<file path="config.mk">
export PLATFORM = sky130hd
export DESIGN_NAME = script_tokenizer
export DESIGN_NICKNAME = d
export VERILOG_FILES = /design/src/rtl/core/stk_pkg.sv /design/src/rtl/core/script_tokenizer.sv /design/src/rtl/core/stk_scan.sv /design/src/rtl/core/stk_resq.sv
export SDC_FILE = /design/constraint.sdc
export NUM_CORES = 1
export LEC_CHECK = 0
export ABC_CLOCK_PERIOD_IN_PS = 4850
export BUFFER_PORTS_ARGS = -buffer_cell sky130_fd_sc_hd__buf_4
export CORE_AREA = 8 8 117 119
export CTS_BUF_LIST = sky130_fd_sc_hd__clkbuf_8 sky130_fd_sc_hd__clkbuf_16
export CTS_CLUSTER_DIAMETER = 50
export DETAILED_ROUTE_END_ITERATION = 7
export DIE_AREA = 0 0 125 127
export HOLD_SLACK_MARGIN = 0.02
export PLACE_DENSITY = 0.77
export SLEW_MARGIN = 20
export SYNTH_ARGS = -nofsm -noshare
export SYNTH_HDL_FRONTEND = slang
export SYNTH_SLANG_ARGS = --single-unit
</file>
<file path="constraint.sdc">
create_clock -name clk -period 4.85 [get_ports clk]
set_clock_uncertainty 0.1 [all_clocks]
set_input_delay 0.485 -clock clk [delete_from_list [all_inputs] [get_ports clk]]
set_output_delay 0.485 -clock clk [all_outputs]
set_load 0.01 [all_outputs]
</file>
<file path="src/rtl/core/stk_pkg.sv">
package stk_pkg;

  localparam int TOKEN_BUFFER = 256;
  localparam int LenW = $clog2(TOKEN_BUFFER);

  localparam logic [7:0] CH_SPACE   = 8'd32;
  localparam logic [7:0] CH_NEWLINE = 8'h0a;
  localparam logic [7:0] CH_QUOTE   = 8'h22;
  localparam logic [7:0] CH_APOS    = 8'h27;
  localparam logic [7:0] CH_LPAREN  = 8'h28;
  localparam logic [7:0] CH_RPAREN  = 8'h29;
  localparam logic [7:0] CH_COMMA   = 8'h2c;
  localparam logic [7:0] CH_SLASH   = 8'h2f;
  localparam logic [7:0] CH_BSLASH  = 8'h5c;
  localparam logic [7:0] CH_LBRACE  = 8'h7b;
  localparam logic [7:0] CH_RBRACE  = 8'h7d;

  localparam logic [7:0] MaxLenReset = 8'd255;

  typedef struct packed {
    logic [7:0] token_byte;
    logic       last_of_token;
    logic       empty_token;
    logic       was_quoted;
    logic       overflow;
    logic       end_of_input;
  } stk_result_t;

endpackage

</file>
<file path="src/rtl/core/script_tokenizer.sv">
// Results of an accepted byte are registered in the result queue before they reach the output.
// Throughput: one input byte per cycle while results drain at least as fast as they
//   appear; a byte may give up to two results, held in a four-entry result queue.
// The input stalls when the queue has room for fewer than two results.
// Reset (synchronous, active low): idle scan mode, empty queue, limit register = 255.
module script_tokenizer
  import stk_pkg::*;
(
  input  logic        clk,
  input  logic        rst_n,

  input  logic        in_valid,
  output logic        in_stall,
  input  logic [7:0]  in_byte,

  output logic        out_valid,
  input  logic        out_stall,
  output logic [7:0]  out_token_byte,
  output logic        out_last_of_token,
  output logic        out_empty_token,
  output logic        out_was_quoted,
  output logic        out_overflow,
  output logic        out_end_of_input,

  input  logic        cfg_psel,
  input  logic        cfg_penable,
  input  logic        cfg_pwrite,
  input  logic [2:0]  cfg_paddr,
  input  logic [31:0] cfg_pwdata,
  output logic [31:0] cfg_prdata,
  output logic        cfg_pready
);

  localparam logic RegMaxLen = 1'b0;

  logic [7:0]  max_len_r;
  logic        cfg_wr;
  logic        accept;
  logic        room2;
  stk_result_t res0, res1, head;
  logic [1:0]  res_cnt;

  assign cfg_pready = 1'b1;
  assign cfg_wr     = cfg_psel && cfg_penable && cfg_pwrite;
  assign cfg_prdata = (cfg_paddr[2] == RegMaxLen) ? {24'd0, max_len_r} : 32'd0;

  always_ff @(posedge clk) begin
    if (!rst_n) begin
      max_len_r <= MaxLenReset;
    end else if (cfg_wr && cfg_paddr[2] == RegMaxLen) begin
      max_len_r <= cfg_pwdata[7:0];
    end
  end

  assign in_stall = !room2;
  assign accept   = in_valid && room2;

  stk_scan u_scan (
    .clk        (clk),
    .rst_n      (rst_n),
    .item_valid (accept),
    .item_byte  (in_byte),
    .max_len    (max_len_r),
    .res0       (res0),
    .res1       (res1),
    .res_cnt    (res_cnt)
  );

  stk_resq u_resq (
    .clk        (clk),
    .rst_n      (rst_n),
    .push0      (res0),
    .push1      (res1),
    .push_cnt   (res_cnt),
    .room2      (room2),
    .pop        (!out_stall),
    .head_valid (out_valid),
    .head       (head)
  );

  assign out_token_byte    = head.token_byte;
  assign out_last_of_token = head.last_of_token;
  assign out_empty_token   = head.empty_token;
  assign out_was_quoted    = head.was_quoted;
  assign out_overflow      = head.overflow;
  assign out_end_of_input  = head.end_of_input;

endmodule

</file>
<file path="src/rtl/core/stk_scan.sv">
module stk_scan
  import stk_pkg::*;
(
  input  logic        clk,
  input  logic        rst_n,
  input  logic        item_valid,
  input  logic [7:0]  item_byte,
  input  logic [7:0]  max_len,
  output stk_result_t res0,
  output stk_result_t res1,
  output logic [1:0]  res_cnt
);

  typedef enum logic [2:0] {
    M_IDLE      = 3'd0,
    M_WORD      = 3'd1,
    M_SLASH     = 3'd2,
    M_COMMENT   = 3'd3,
    M_QUOTE     = 3'd4,
    M_QUOTE_BS  = 3'd5,
    M_QUOTE_BSX = 3'd6
  } mode_t;

  localparam logic [16:0] CapExt = 17'(TOKEN_BUFFER - 1);

  mode_t          mode_r, mode_nxt;
  logic [7:0]     hb_r, hb_nxt;
  logic           hv_r, hv_nxt;
  logic [LenW-1:0] len_r, len_nxt;
  logic           ovf_r, ovf_nxt;

  logic [7:0]  lim8;
  logic [16:0] lim_ext;
  logic [16:0] limit;
  logic        kept;
  logic        is_zero, is_space, is_single;
  logic        app, fin, sgl, eoi, clr, quoted;
  stk_result_t r0, r1;
  logic [1:0]  cnt;

  assign lim8    = (max_len == 8'd0) ? 8'd1 : max_len;
  assign lim_ext = {9'd0, lim8};
  assign limit   = (lim_ext > CapExt) ? CapExt : lim_ext;
  assign kept    = 17'(len_r) < limit;

  assign is_zero   = (item_byte == 8'd0);
  assign is_space  = (item_byte <= CH_SPACE);
  assign is_single = (item_byte == CH_LBRACE) || (item_byte == CH_RBRACE) ||
                     (item_byte == CH_LPAREN) || (item_byte == CH_RPAREN) ||
                     (item_byte == CH_APOS)   || (item_byte == CH_COMMA);

  always_comb begin
    mode_nxt = mode_r;
    hb_nxt   = hb_r;
    hv_nxt   = hv_r;
    len_nxt  = len_r;
    ovf_nxt  = ovf_r;
    app      = 1'b0;
    fin      = 1'b0;
    sgl      = 1'b0;
    eoi      = 1'b0;
    clr      = 1'b0;
    quoted   = 1'b0;
    r0       = '0;
    r1       = '0;
    cnt      = 2'd0;

    unique case (mode_r)
      M_IDLE: begin
        if (is_zero) begin
          eoi = 1'b1;
        end else if (is_space) begin
          mode_nxt = M_IDLE;
        end else if (item_byte == CH_QUOTE) begin
          clr      = 1'b1;
          mode_nxt = M_QUOTE;
        end else if (is_single) begin
          sgl = 1'b1;
        end else begin
          app      = 1'b1;
          mode_nxt = (item_byte == CH_SLASH) ? M_SLASH : M_WORD;
        end
      end
      M_WORD, M_SLASH: begin
        if (mode_r == M_SLASH && item_byte == CH_SLASH) begin
          clr      = 1'b1;
          mode_nxt = M_COMMENT;
        end else if (is_zero) begin
          fin      = 1'b1;
          eoi      = 1'b1;
          mode_nxt = M_IDLE;
        end else if (is_space) begin
          fin      = 1'b1;
          mode_nxt = M_IDLE;
        end else if (is_single) begin
          fin      = 1'b1;
          sgl      = 1'b1;
          mode_nxt = M_IDLE;
        end else begin
          app      = 1'b1;
          mode_nxt = M_WORD;
        end
      end
      M_COMMENT: begin
        if (is_zero) begin
          eoi      = 1'b1;
          mode_nxt = M_IDLE;
        end else if (item_byte == CH_NEWLINE) begin
          mode_nxt = M_IDLE;
        end
      end
      M_QUOTE, M_QUOTE_BS, M_QUOTE_BSX: begin
        quoted = 1'b1;
        if (mode_r == M_QUOTE_BS && item_byte == CH_QUOTE) begin
          // escaped quote replaces the held backslash
          hb_nxt   = CH_QUOTE;
          mode_nxt = M_QUOTE;
        end else if (mode_r == M_QUOTE_BSX && item_byte == CH_QUOTE) begin
          // backslash was dropped, so the quote goes too
          ovf_nxt  = 1'b1;
          mode_nxt = M_QUOTE;
        end else if (is_zero) begin
          fin      = 1'b1;
          eoi      = 1'b1;
          mode_nxt = M_IDLE;
        end else if (item_byte == CH_QUOTE) begin
          fin      = 1'b1;
          mode_nxt = M_IDLE;
        end else if (item_byte == CH_BSLASH) begin
          app      = 1'b1;
          mode_nxt = kept ? M_QUOTE_BS : M_QUOTE_BSX;
        end else begin
          app      = 1'b1;
          mode_nxt = M_QUOTE;
        end
      end
      default: begin
        mode_nxt = M_IDLE;
      end
    endcase

    if (clr) begin
      hb_nxt  = 8'd0;
      hv_nxt  = 1'b0;
      len_nxt = '0;
      ovf_nxt = 1'b0;
    end

    if (app) begin
      if (kept) begin
        if (hv_r) begin
          r0  = '{token_byte: hb_r, last_of_token: 1'b0, empty_token: 1'b0,
                  was_quoted: quoted, overflow: 1'b0, end_of_input: 1'b0};
          cnt = 2'd1;
        end
        hb_nxt  = item_byte;
        hv_nxt  = 1'b1;
        len_nxt = len_r + 1'b1;
      end else begin
        ovf_nxt = 1'b1;
      end
    end

    if (fin) begin
      r0 = '{token_byte: hv_r ? hb_r : 8'd0, last_of_token: 1'b1, empty_token: !hv_r,
             was_quoted: quoted, overflow: ovf_r, end_of_input: 1'b0};
      cnt     = 2'd1;
      hb_nxt  = 8'd0;
      hv_nxt  = 1'b0;
      len_nxt = '0;
      ovf_nxt = 1'b0;
    end

    if (sgl || eoi) begin
      if (fin) begin
        r1  = '{token_byte: sgl ? item_byte : 8'd0, last_of_token: sgl, empty_token: 1'b0,
                was_quoted: 1'b0, overflow: 1'b0, end_of_input: eoi};
        cnt = 2'd2;
      end else begin
        r0  = '{token_byte: sgl ? item_byte : 8'd0, last_of_token: sgl, empty_token: 1'b0,
                was_quoted: 1'b0, overflow: 1'b0, end_of_input: eoi};
        cnt = 2'd1;
      end
    end
  end

  assign res0    = r0;
  assign res1    = r1;
  assign res_cnt = item_valid ? cnt : 2'd0;

  always_ff @(posedge clk) begin
    if (!rst_n) begin
      mode_r <= M_IDLE;
      hv_r   <= 1'b0;
      len_r  <= '0;
      ovf_r  <= 1'b0;
      hb_r   <= 8'd0;
    end else if (item_valid) begin
      mode_r <= mode_nxt;
      hv_r   <= hv_nxt;
      len_r  <= len_nxt;
      ovf_r  <= ovf_nxt;
      hb_r   <= hb_nxt;
    end
  end

  a_held_has_len: assert property (@(posedge clk) disable iff (!rst_n)
    hv_r |-> (len_r != '0))
    else $error("held byte with zero token length");

  a_eoi_clean: assert property (@(posedge clk) disable iff (!rst_n)
    (res_cnt != 2'd0 && res0.end_of_input) |->
      (res0.token_byte == 8'd0 && !res0.last_of_token && !res0.overflow && res_cnt == 2'd1))
    else $error("end-of-input result carries token data");

  a_pair_finishes: assert property (@(posedge clk) disable iff (!rst_n)
    (res_cnt == 2'd2) |-> (res0.last_of_token && (res1.last_of_token || res1.end_of_input)))
    else $error("two results without a finished token first");

endmodule

</file>
<file path="src/rtl/core/stk_resq.sv">
module stk_resq
  import stk_pkg::*;
(
  input  logic        clk,
  input  logic        rst_n,
  input  stk_result_t push0,
  input  stk_result_t push1,
  input  logic [1:0]  push_cnt,
  output logic        room2,
  input  logic        pop,
  output logic        head_valid,
  output stk_result_t head
);

  localparam int Depth = 4;
  localparam int PtrW  = $clog2(Depth);

  stk_result_t       mem [Depth];
  logic [PtrW-1:0]   wp_r, rp_r;
  logic [PtrW:0]     count_r, count_nxt;
  logic [PtrW-1:0]   wp_inc;
  logic              do_pop;

  assign wp_inc     = wp_r + 1'b1;
  assign head_valid = (count_r != '0);
  assign head       = mem[rp_r];
  assign do_pop     = pop && head_valid;
  assign room2      = (count_r <= (PtrW+1)'(Depth - 2));
  assign count_nxt  = count_r + (PtrW+1)'(push_cnt) - (PtrW+1)'(do_pop);

  always_ff @(posedge clk) begin
    if (push_cnt != 2'd0) begin
      mem[wp_r] <= push0;
    end
    if (push_cnt == 2'd2) begin
      mem[wp_inc] <= push1;
    end
  end

  always_ff @(posedge clk) begin
    if (!rst_n) begin
      wp_r    <= '0;
      rp_r    <= '0;
      count_r <= '0;
    end else begin
      wp_r    <= wp_r + PtrW'(push_cnt);
      rp_r    <= rp_r + PtrW'(do_pop);
      count_r <= count_nxt;
    end
  end

  a_count_bound: assert property (@(posedge clk) disable iff (!rst_n)
    count_r <= (PtrW+1)'(Depth))
    else $error("result queue count above depth");

  a_no_overrun: assert property (@(posedge clk) disable iff (!rst_n)
    (push_cnt != 2'd0) |-> ((PtrW+1)'(push_cnt) + count_r <= (PtrW+1)'(Depth)))
    else $error("result queue overrun");

  a_ptr_count: assert property (@(posedge clk) disable iff (!rst_n)
    (PtrW'(wp_r - rp_r) == count_r[PtrW-1:0]))
    else $error("queue pointers disagree with count");

endmodule

</file>
; ---- Word level (Yosys, flattened, before mapping)
; Memory sizes are Yosys's and may differ from the RTL's. A register that Yosys moved wholly into a read port is not among the register bits.
; Cells that the tools add are included.
[totals]
in_bits = 50
ff_bits = 36
ram_bits = 52
memories = 1
output_inout_bits = 48
[memory_table]
columns = name, words, width, read_ports, rd_clocked_by_memory_dff, wr, line
row1 = u_resq.mem, 4, 13, 1, 1, 2, stk_resq.sv:18  ; stk_result_t mem [Depth];
[op_classes]
bitwise_logic = 1
reduce_logical = 26
n_eq_ne = 20
muxes = 102
n_addsub = 6
n_lt_le_gt_ge = 4
[ops]
columns = operator, n
row1 = 8-bit two-way mux, 15
row2 = 13-bit two-way mux, 8
row3 = 1-bit two-way mux, 50
row4 = "8-bit by 6-bit equality test with 1-bit output, second input constant", 6
row5 = 3-bit two-way mux, 14
row6 = "8-bit by 7-bit equality test with 1-bit output, second input constant", 3
row7 = 2-bit two-way mux, 9
row8 = 8-bit by 17-bit less-than comparator with 1-bit output, 1
row9 = 8-bit zero test, 2
row10 = 3-bit case mux with 4 select lines, 1
row11 = "3-bit equality test, second input constant", 3
row12 = "8-bit by 1-bit adder with 8-bit output, second input constant", 1
row13 = "8-bit by 4-bit equality test with 1-bit output, second input constant", 1
row14 = "8-bit greater-than comparator, second input constant", 1
row15 = "8-bit by 6-bit <= comparator with 1-bit output, second input constant", 1
row16 = 1-bit logical AND, 8
row17 = "3-bit by 2-bit equality test with 1-bit output, second input constant", 2
row18 = 1-bit logical OR, 6
row19 = 1-bit case mux with 2 select lines, 3
row20 = 1-bit case mux with 3 select lines, 2
row21 = "4-bit by 3-bit inequality test with 1-bit output, second input constant", 1
row22 = 4-bit AND reduction, 1
row23 = 2-bit OR reduction, 2
row24 = 3-bit by 2-bit adder with 3-bit output, 1
row25 = 15 further kinds, 17

; ---- Depth between registers and ports, before layout
[logic_depth]
word_depth = 18
mapped_depth = 16

; ---- Hierarchy
; From an unflattened synthesis, not the netlist that was laid out.
[hier_totals]
hier_cells = 482
hier_area_um2 = 5636.7
[modules_own_cells]
columns = module, instances, seq_area_each_um2, cells_each, area_each_um2
row1 = stk_resq, 1, 1701.6, 171, 3024.2
row2 = stk_scan, 1, 420.4, 238, 1968.1
row3 = script_tokenizer, 1, 160.2, 73, 644.4

; ---- Least setup slack after synthesis
; No wires, ideal clock.
[synth_path]
kind = input-to-reg
startpoint = input port in_byte[6]
endpoint = register u_resq.count_r[1]
t_arrival_ns = 3.580
setup_slack_ns = 1.056
cell_stages = 15
path_cell_list = buf_6 -> or4b_1 -> buf_2 -> nor4_4 -> a21oi_1 -> a41o_1 -> buf_6 -> and3_1 -> buf_6 -> o211ai_1 -> ha_1 -> inv_1 -> ha_1 -> fa_1 -> and2_1
[synth_between]
elab_chain_cells = 17
word_cells_on_any_way = 59
[synth_rtl]
columns = item, line
row1 = from (decl), script_tokenizer.sv:14  ; input logic [7:0] in_byte,
row2 = 8-bit by 7-bit equality test with 1-bit output, stk_scan.sv:48  ; assign is_single = (item_byte == CH_LBRACE) || (item_byte == CH_RBRACE) ||
row3 = 1-bit logical OR (2 in a row), stk_scan.sv:48
row4 = 1-bit logical OR (2 in a row), stk_scan.sv:49  ; (item_byte == CH_LPAREN) || (item_byte == CH_RPAREN) ||
row5 = 1-bit logical OR, stk_scan.sv:50  ; (item_byte == CH_APOS) || (item_byte == CH_COMMA);
row6 = 1-bit two-way mux, "stk_scan.sv:77, stk_scan.sv:95"
row7 = 1-bit two-way mux (on tied branches), "stk_scan.sv:92, stk_scan.sv:74"
row8 = 1-bit two-way mux (on tied branches), "stk_scan.sv:88, stk_scan.sv:72"
row9 = 1-bit two-way mux (on tied branches), "stk_scan.sv:85, stk_scan.sv:70"
row10 = 1-bit case mux with 3 select lines, stk_scan.sv:68  ; unique case (mode_r)
row11 = 2-bit two-way mux, stk_scan.sv:149  ; if (app) begin
row12 = 2-bit two-way mux, stk_scan.sv:164  ; if (fin) begin
row13 = 2-bit two-way mux *, stk_scan.sv:174  ; if (sgl || eoi) begin
row14 = 2-bit two-way mux *, stk_scan.sv:189  ; assign res_cnt = item_valid ? cnt : 2'd0;
row15 = 3-bit by 2-bit adder with 3-bit output *, stk_resq.sv:29  ; assign count_nxt = count_r + (PtrW+1)'(push_cnt) - (PtrW+1)'(do_pop);
row16 = 3-bit by 1-bit subtractor with 3-bit output *, stk_resq.sv:29
row17 = via u_resq.count_nxt[1], stk_resq.sv:20  ; logic [PtrW:0] count_r, count_nxt;
row18 = to (signal assigned), stk_resq.sv:48  ; count_r <= count_nxt;
row19 = to (decl), stk_resq.sv:20
; Mark *: on every way through the listed nets, which the timed path passes. The rest lies on a longest branch.
; A chain may end at the register's enable or synchronous reset.

; ---- Final worst setup path
[layout_path]
startpoint = input port in_byte[4]
endpoint = register u_resq.count_r[1]
; Same word-level chain as after synthesis.

==> impl_metrics.yaml <==
outcome:
  status: "completed"
worst_hold_path:
  hold_path.class: "primary input to flop"
  whs_path_depth: 3
  min_to: "max_len_r[4]"
  hp-start: "cfg_pwdata[4]"
grt:
  grt_use_met2_pct: 28.3
  grt_first_pass_wirelength_microns: 20900
  met1_usage_pct: 18.8
  grt_pass1_vias: 4253
  grt_max_degree: 37
  antenna_found_initial: 0
  top_usage_layer: "met2"
  track_usage_pct: 16.2
  grt_overflow_total: 0
  use_met3_pct: 4.20
floorplanning:
  start_util_pct: 44.1
  die_h_microns: 127
  ios: 98
  core_sq_um: 11800
  rows: 40
  die_width_microns: 125
  dieArea_sq_um: 15900
logic_synthesis:
  synth_enable_flop_cells: 40
  synth_area_per_cell_sq_um: 9.55
  async_flop_share_pct: 0
  synth_ff_type: "dfxtp_1"
  yosysSeqAreaShare_pct: 41.5
  synth_warnings: 0
  syn_area_sq_um: 5210
  ys_ff_latch: 88
  yosysUniqueCellTypes: 61
  syn_inst: 546
finish:
  diodes: 0
  drive_gt1_share_pct: 17.5
  nFillCells: 1090
  area_growth_pct: 12.0
  final_common_cell: "nand2_1"
  seq_area_sq_um: 2160
  fin_nets: 637
  final_cell_mix: "nand2_1, buf_4, dfxtp_1"
  multi_input_area_sq_um: 2700
  final_util_pct: 49.4
sta:
  min_period_ps: 3830
  finalSetupViolations: 0
  fin_crit_sh_pct: 78.9
  tns_ps: 0
  fmax_ghz: 0.261
  finalMaxSlewViolations: 0
  slew_headroom_pct: 35.2
  hold_viol_final: 0
  grt_setup_unrepaired: "no"
  worstMarginPinSlew_ps: 971
worst_setup_path:
  cp_top_family: "simple AND/OR/NAND/NOR gates"
  reg2reg_setup_slack_ps: 1150
  timing.critical_path.buf_inv: 3
  r2r_start: "u_scan.mode_r[2]"
  cp-end-kind: "flop"
  slowest_stage: "or4b_1"
  worst_r2r_path_depth: 11
  r2r_end: "u_resq.count_r[2]"
  crit_type: "primary input to flop"
  slowest_delay_ps: 640
  required_ps: 4990
  worstPathArrival_ps: 3970
  cp_cell_sequence: "buf_4 -> or4b_1 -> nor4_4 -> buf_4 -> a21oi_1 -> a41o_1 -> and3_1 -> o211ai_1 -> ha_1 -> inv_1 -> ha_1 -> fa_1 -> and2_1"
  crit_fanout: 11
  startpoint_type: "primary input"
cts:
  h-tree-depth: 3
  cts_buffers: 9
  cts_setup_buffers: 0
  clock_latency_ps: 350
  cts_tree: "built"
  cts_hold_buffers: 0
  clock_path_buffers: 2
  cts_resized: 0
  cts.sinks: 88
  cts.clk_slew.worst_paths_ps: 60
  cts_root_buf: "clkbuf_16"
power:
  pwr_density_cell_nw_per_um2: 369
  vdd_ir_drop_max_mv: 0.150
  pwr-share-clk_pct: 32.5
  switching_share_pct: 31.5
  leakagePower_nw: 2.22
  power_frac_seq_pct: 42.9
  comb_power_share_pct: 24.5
  p_int_w: 0.00148
  power.net_switching_w: 0.000678
placed_design:
  portBuffers: 46
  gp_congestion: 0.912
  hpwlAfterDp_microns: 9230
routing:
  vias_per_cell: 5.97
  first_pass_iters: 6
  num_vias: 4325
  drtAntennaViolNets: 0
  first_iter_violations: 572
  drc: 0
  wl_per_cell_microns: 17.9
  routed_wl_microns: 13000
run:
  cap_violations: 0
-- registers in the layout, indices dropped and copies added, names as in the netlist --
name,flops
u_scan.len_r,8
u_resq.wp_r,2
u_resq.count_r,3
u_scan.hb_r,8
u_scan.mode_r,3
u_resq.rp_r,2
u_resq.mem,52
u_scan.ovf_r,1
u_scan.hv_r,1
max_len_r,8
-- kinds of logic after synthesis --
logic type	count (synthesis)	synth area share (%)
AO/OA/AOI/OAI	139	18.9
XOR/XNOR	7	1.18
adder cells (fa/ha/maj)	14	3.50
buffers and inverters	84	8.76
flip-flops	88	41.5
multiplexers	28	8.50
other	2	0.144
AND/OR/NAND/NOR	184	17.5
-- worst max-delay path by stage --
stage | endpoint | slack, ps | cells past startpoint | from
final | u_resq.count_r[1] | 1020 | 13 | in_byte[4]
after global routing | u_resq.count_r[2] | 830 | 14 | in_byte[4]
after CTS | u_resq.count_r[1] | 1030 | 13 | in_byte[4]
after detailed placement | u_resq.count_r[1] | 660 | 13 | in_byte[4]
after global placement | u_resq.count_r[1] | 750 | 13 | in_byte[4]
after floorplan | u_resq.count_r[1] | 1060 | 15 | in_byte[6]
-- Yosys cell counts (all sizes together) (8+ instances only) --
| cell | count | area share, % |
|---|---|---|
| nand2 | 61 | 4.4 |
| dfxtp | 48 | 18 |
| edfxtp | 40 | 23 |
| buf | 36 | 5.3 |
| nor2 | 36 | 2.6 |
| o21ai | 35 | 4.2 |
| clkbuf | 27 | 2.0 |
| o22ai | 27 | 3.2 |
| a21oi | 24 | 2.3 |
| inv | 21 | 1.5 |
| nand3 | 17 | 1.6 |
| mux2i | 15 | 2.9 |
| ha | 13 | 3.1 |
| mux4 | 13 | 5.6 |
| o211ai | 11 | 1.6 |
| and2 | 9 | 1.1 |
| nor3 | 9 | 0.86 |
| nor4 | 9 | 1.4 |
| nand4 | 8 | 0.96 |
-- worst register-to-register path: stages (launching register included) --
cell	delay [ps]
dfxtp_1	800
nand2_1	210
a21oi_1	190
a41o_1	380
and3_1	530
o211ai_1	210
ha_1	320
inv_1	40
ha_1	210
fa_1	390
xnor2_1	170
nor2_1	50
-- layout make-up --
cell class / count / area share (%)
clock inverter: 7 / 1.20
tap: 147 / 3.15
sequential: 88 / 37.0
inverter: 21 / 1.35
timing repair buffer: 56 / 7.20
clock buffer: 9 / 3.86
multi-input combinational: 397 / 46.2
-- routing by layer --
metal | vias up | wire length [microns]
met5 | - | 0
met4 | 0 | 229
met2 | 191 | 6370
met1 | 2068 | 5540
li1 | 2045 | -
met3 | 21 | 823
-- power groups by stage --
stage | clock [W] | combinational (W) | sequential [W]
final | 0.000701 | 0.000529 | 0.000924
after global routing | 0.000746 | 0.000583 | 0.000935
after CTS | 0.000707 | 0.000530 | 0.000923
after detailed placement | 0 | 0.000527 | 0.000939
after global placement | 0 | 0.000510 | 0.000935
after floorplan | 0 | 0.000430 | 0.000876
-- through the flow --
stage / worst slack, ps / hold WS, ps / instance area, sq um / std cells / total power, W
floorplan: 1060 / 330 / 5300 / 569 / 0.00131
global placement: 748 / 342 / 5530 / 709 / 0.00145
detailed placement: 661 / 347 / 5540 / 709 / 0.00147
CTS: 1030 / 253 / 5830 / 725 / 0.00216
global route: 827 / 257 / 5840 / 725 / 0.00226
finish: 1020 / 258 / 5840 / 725 / 0.00215
No activity file was read; power rests on OpenSTA's default activity.
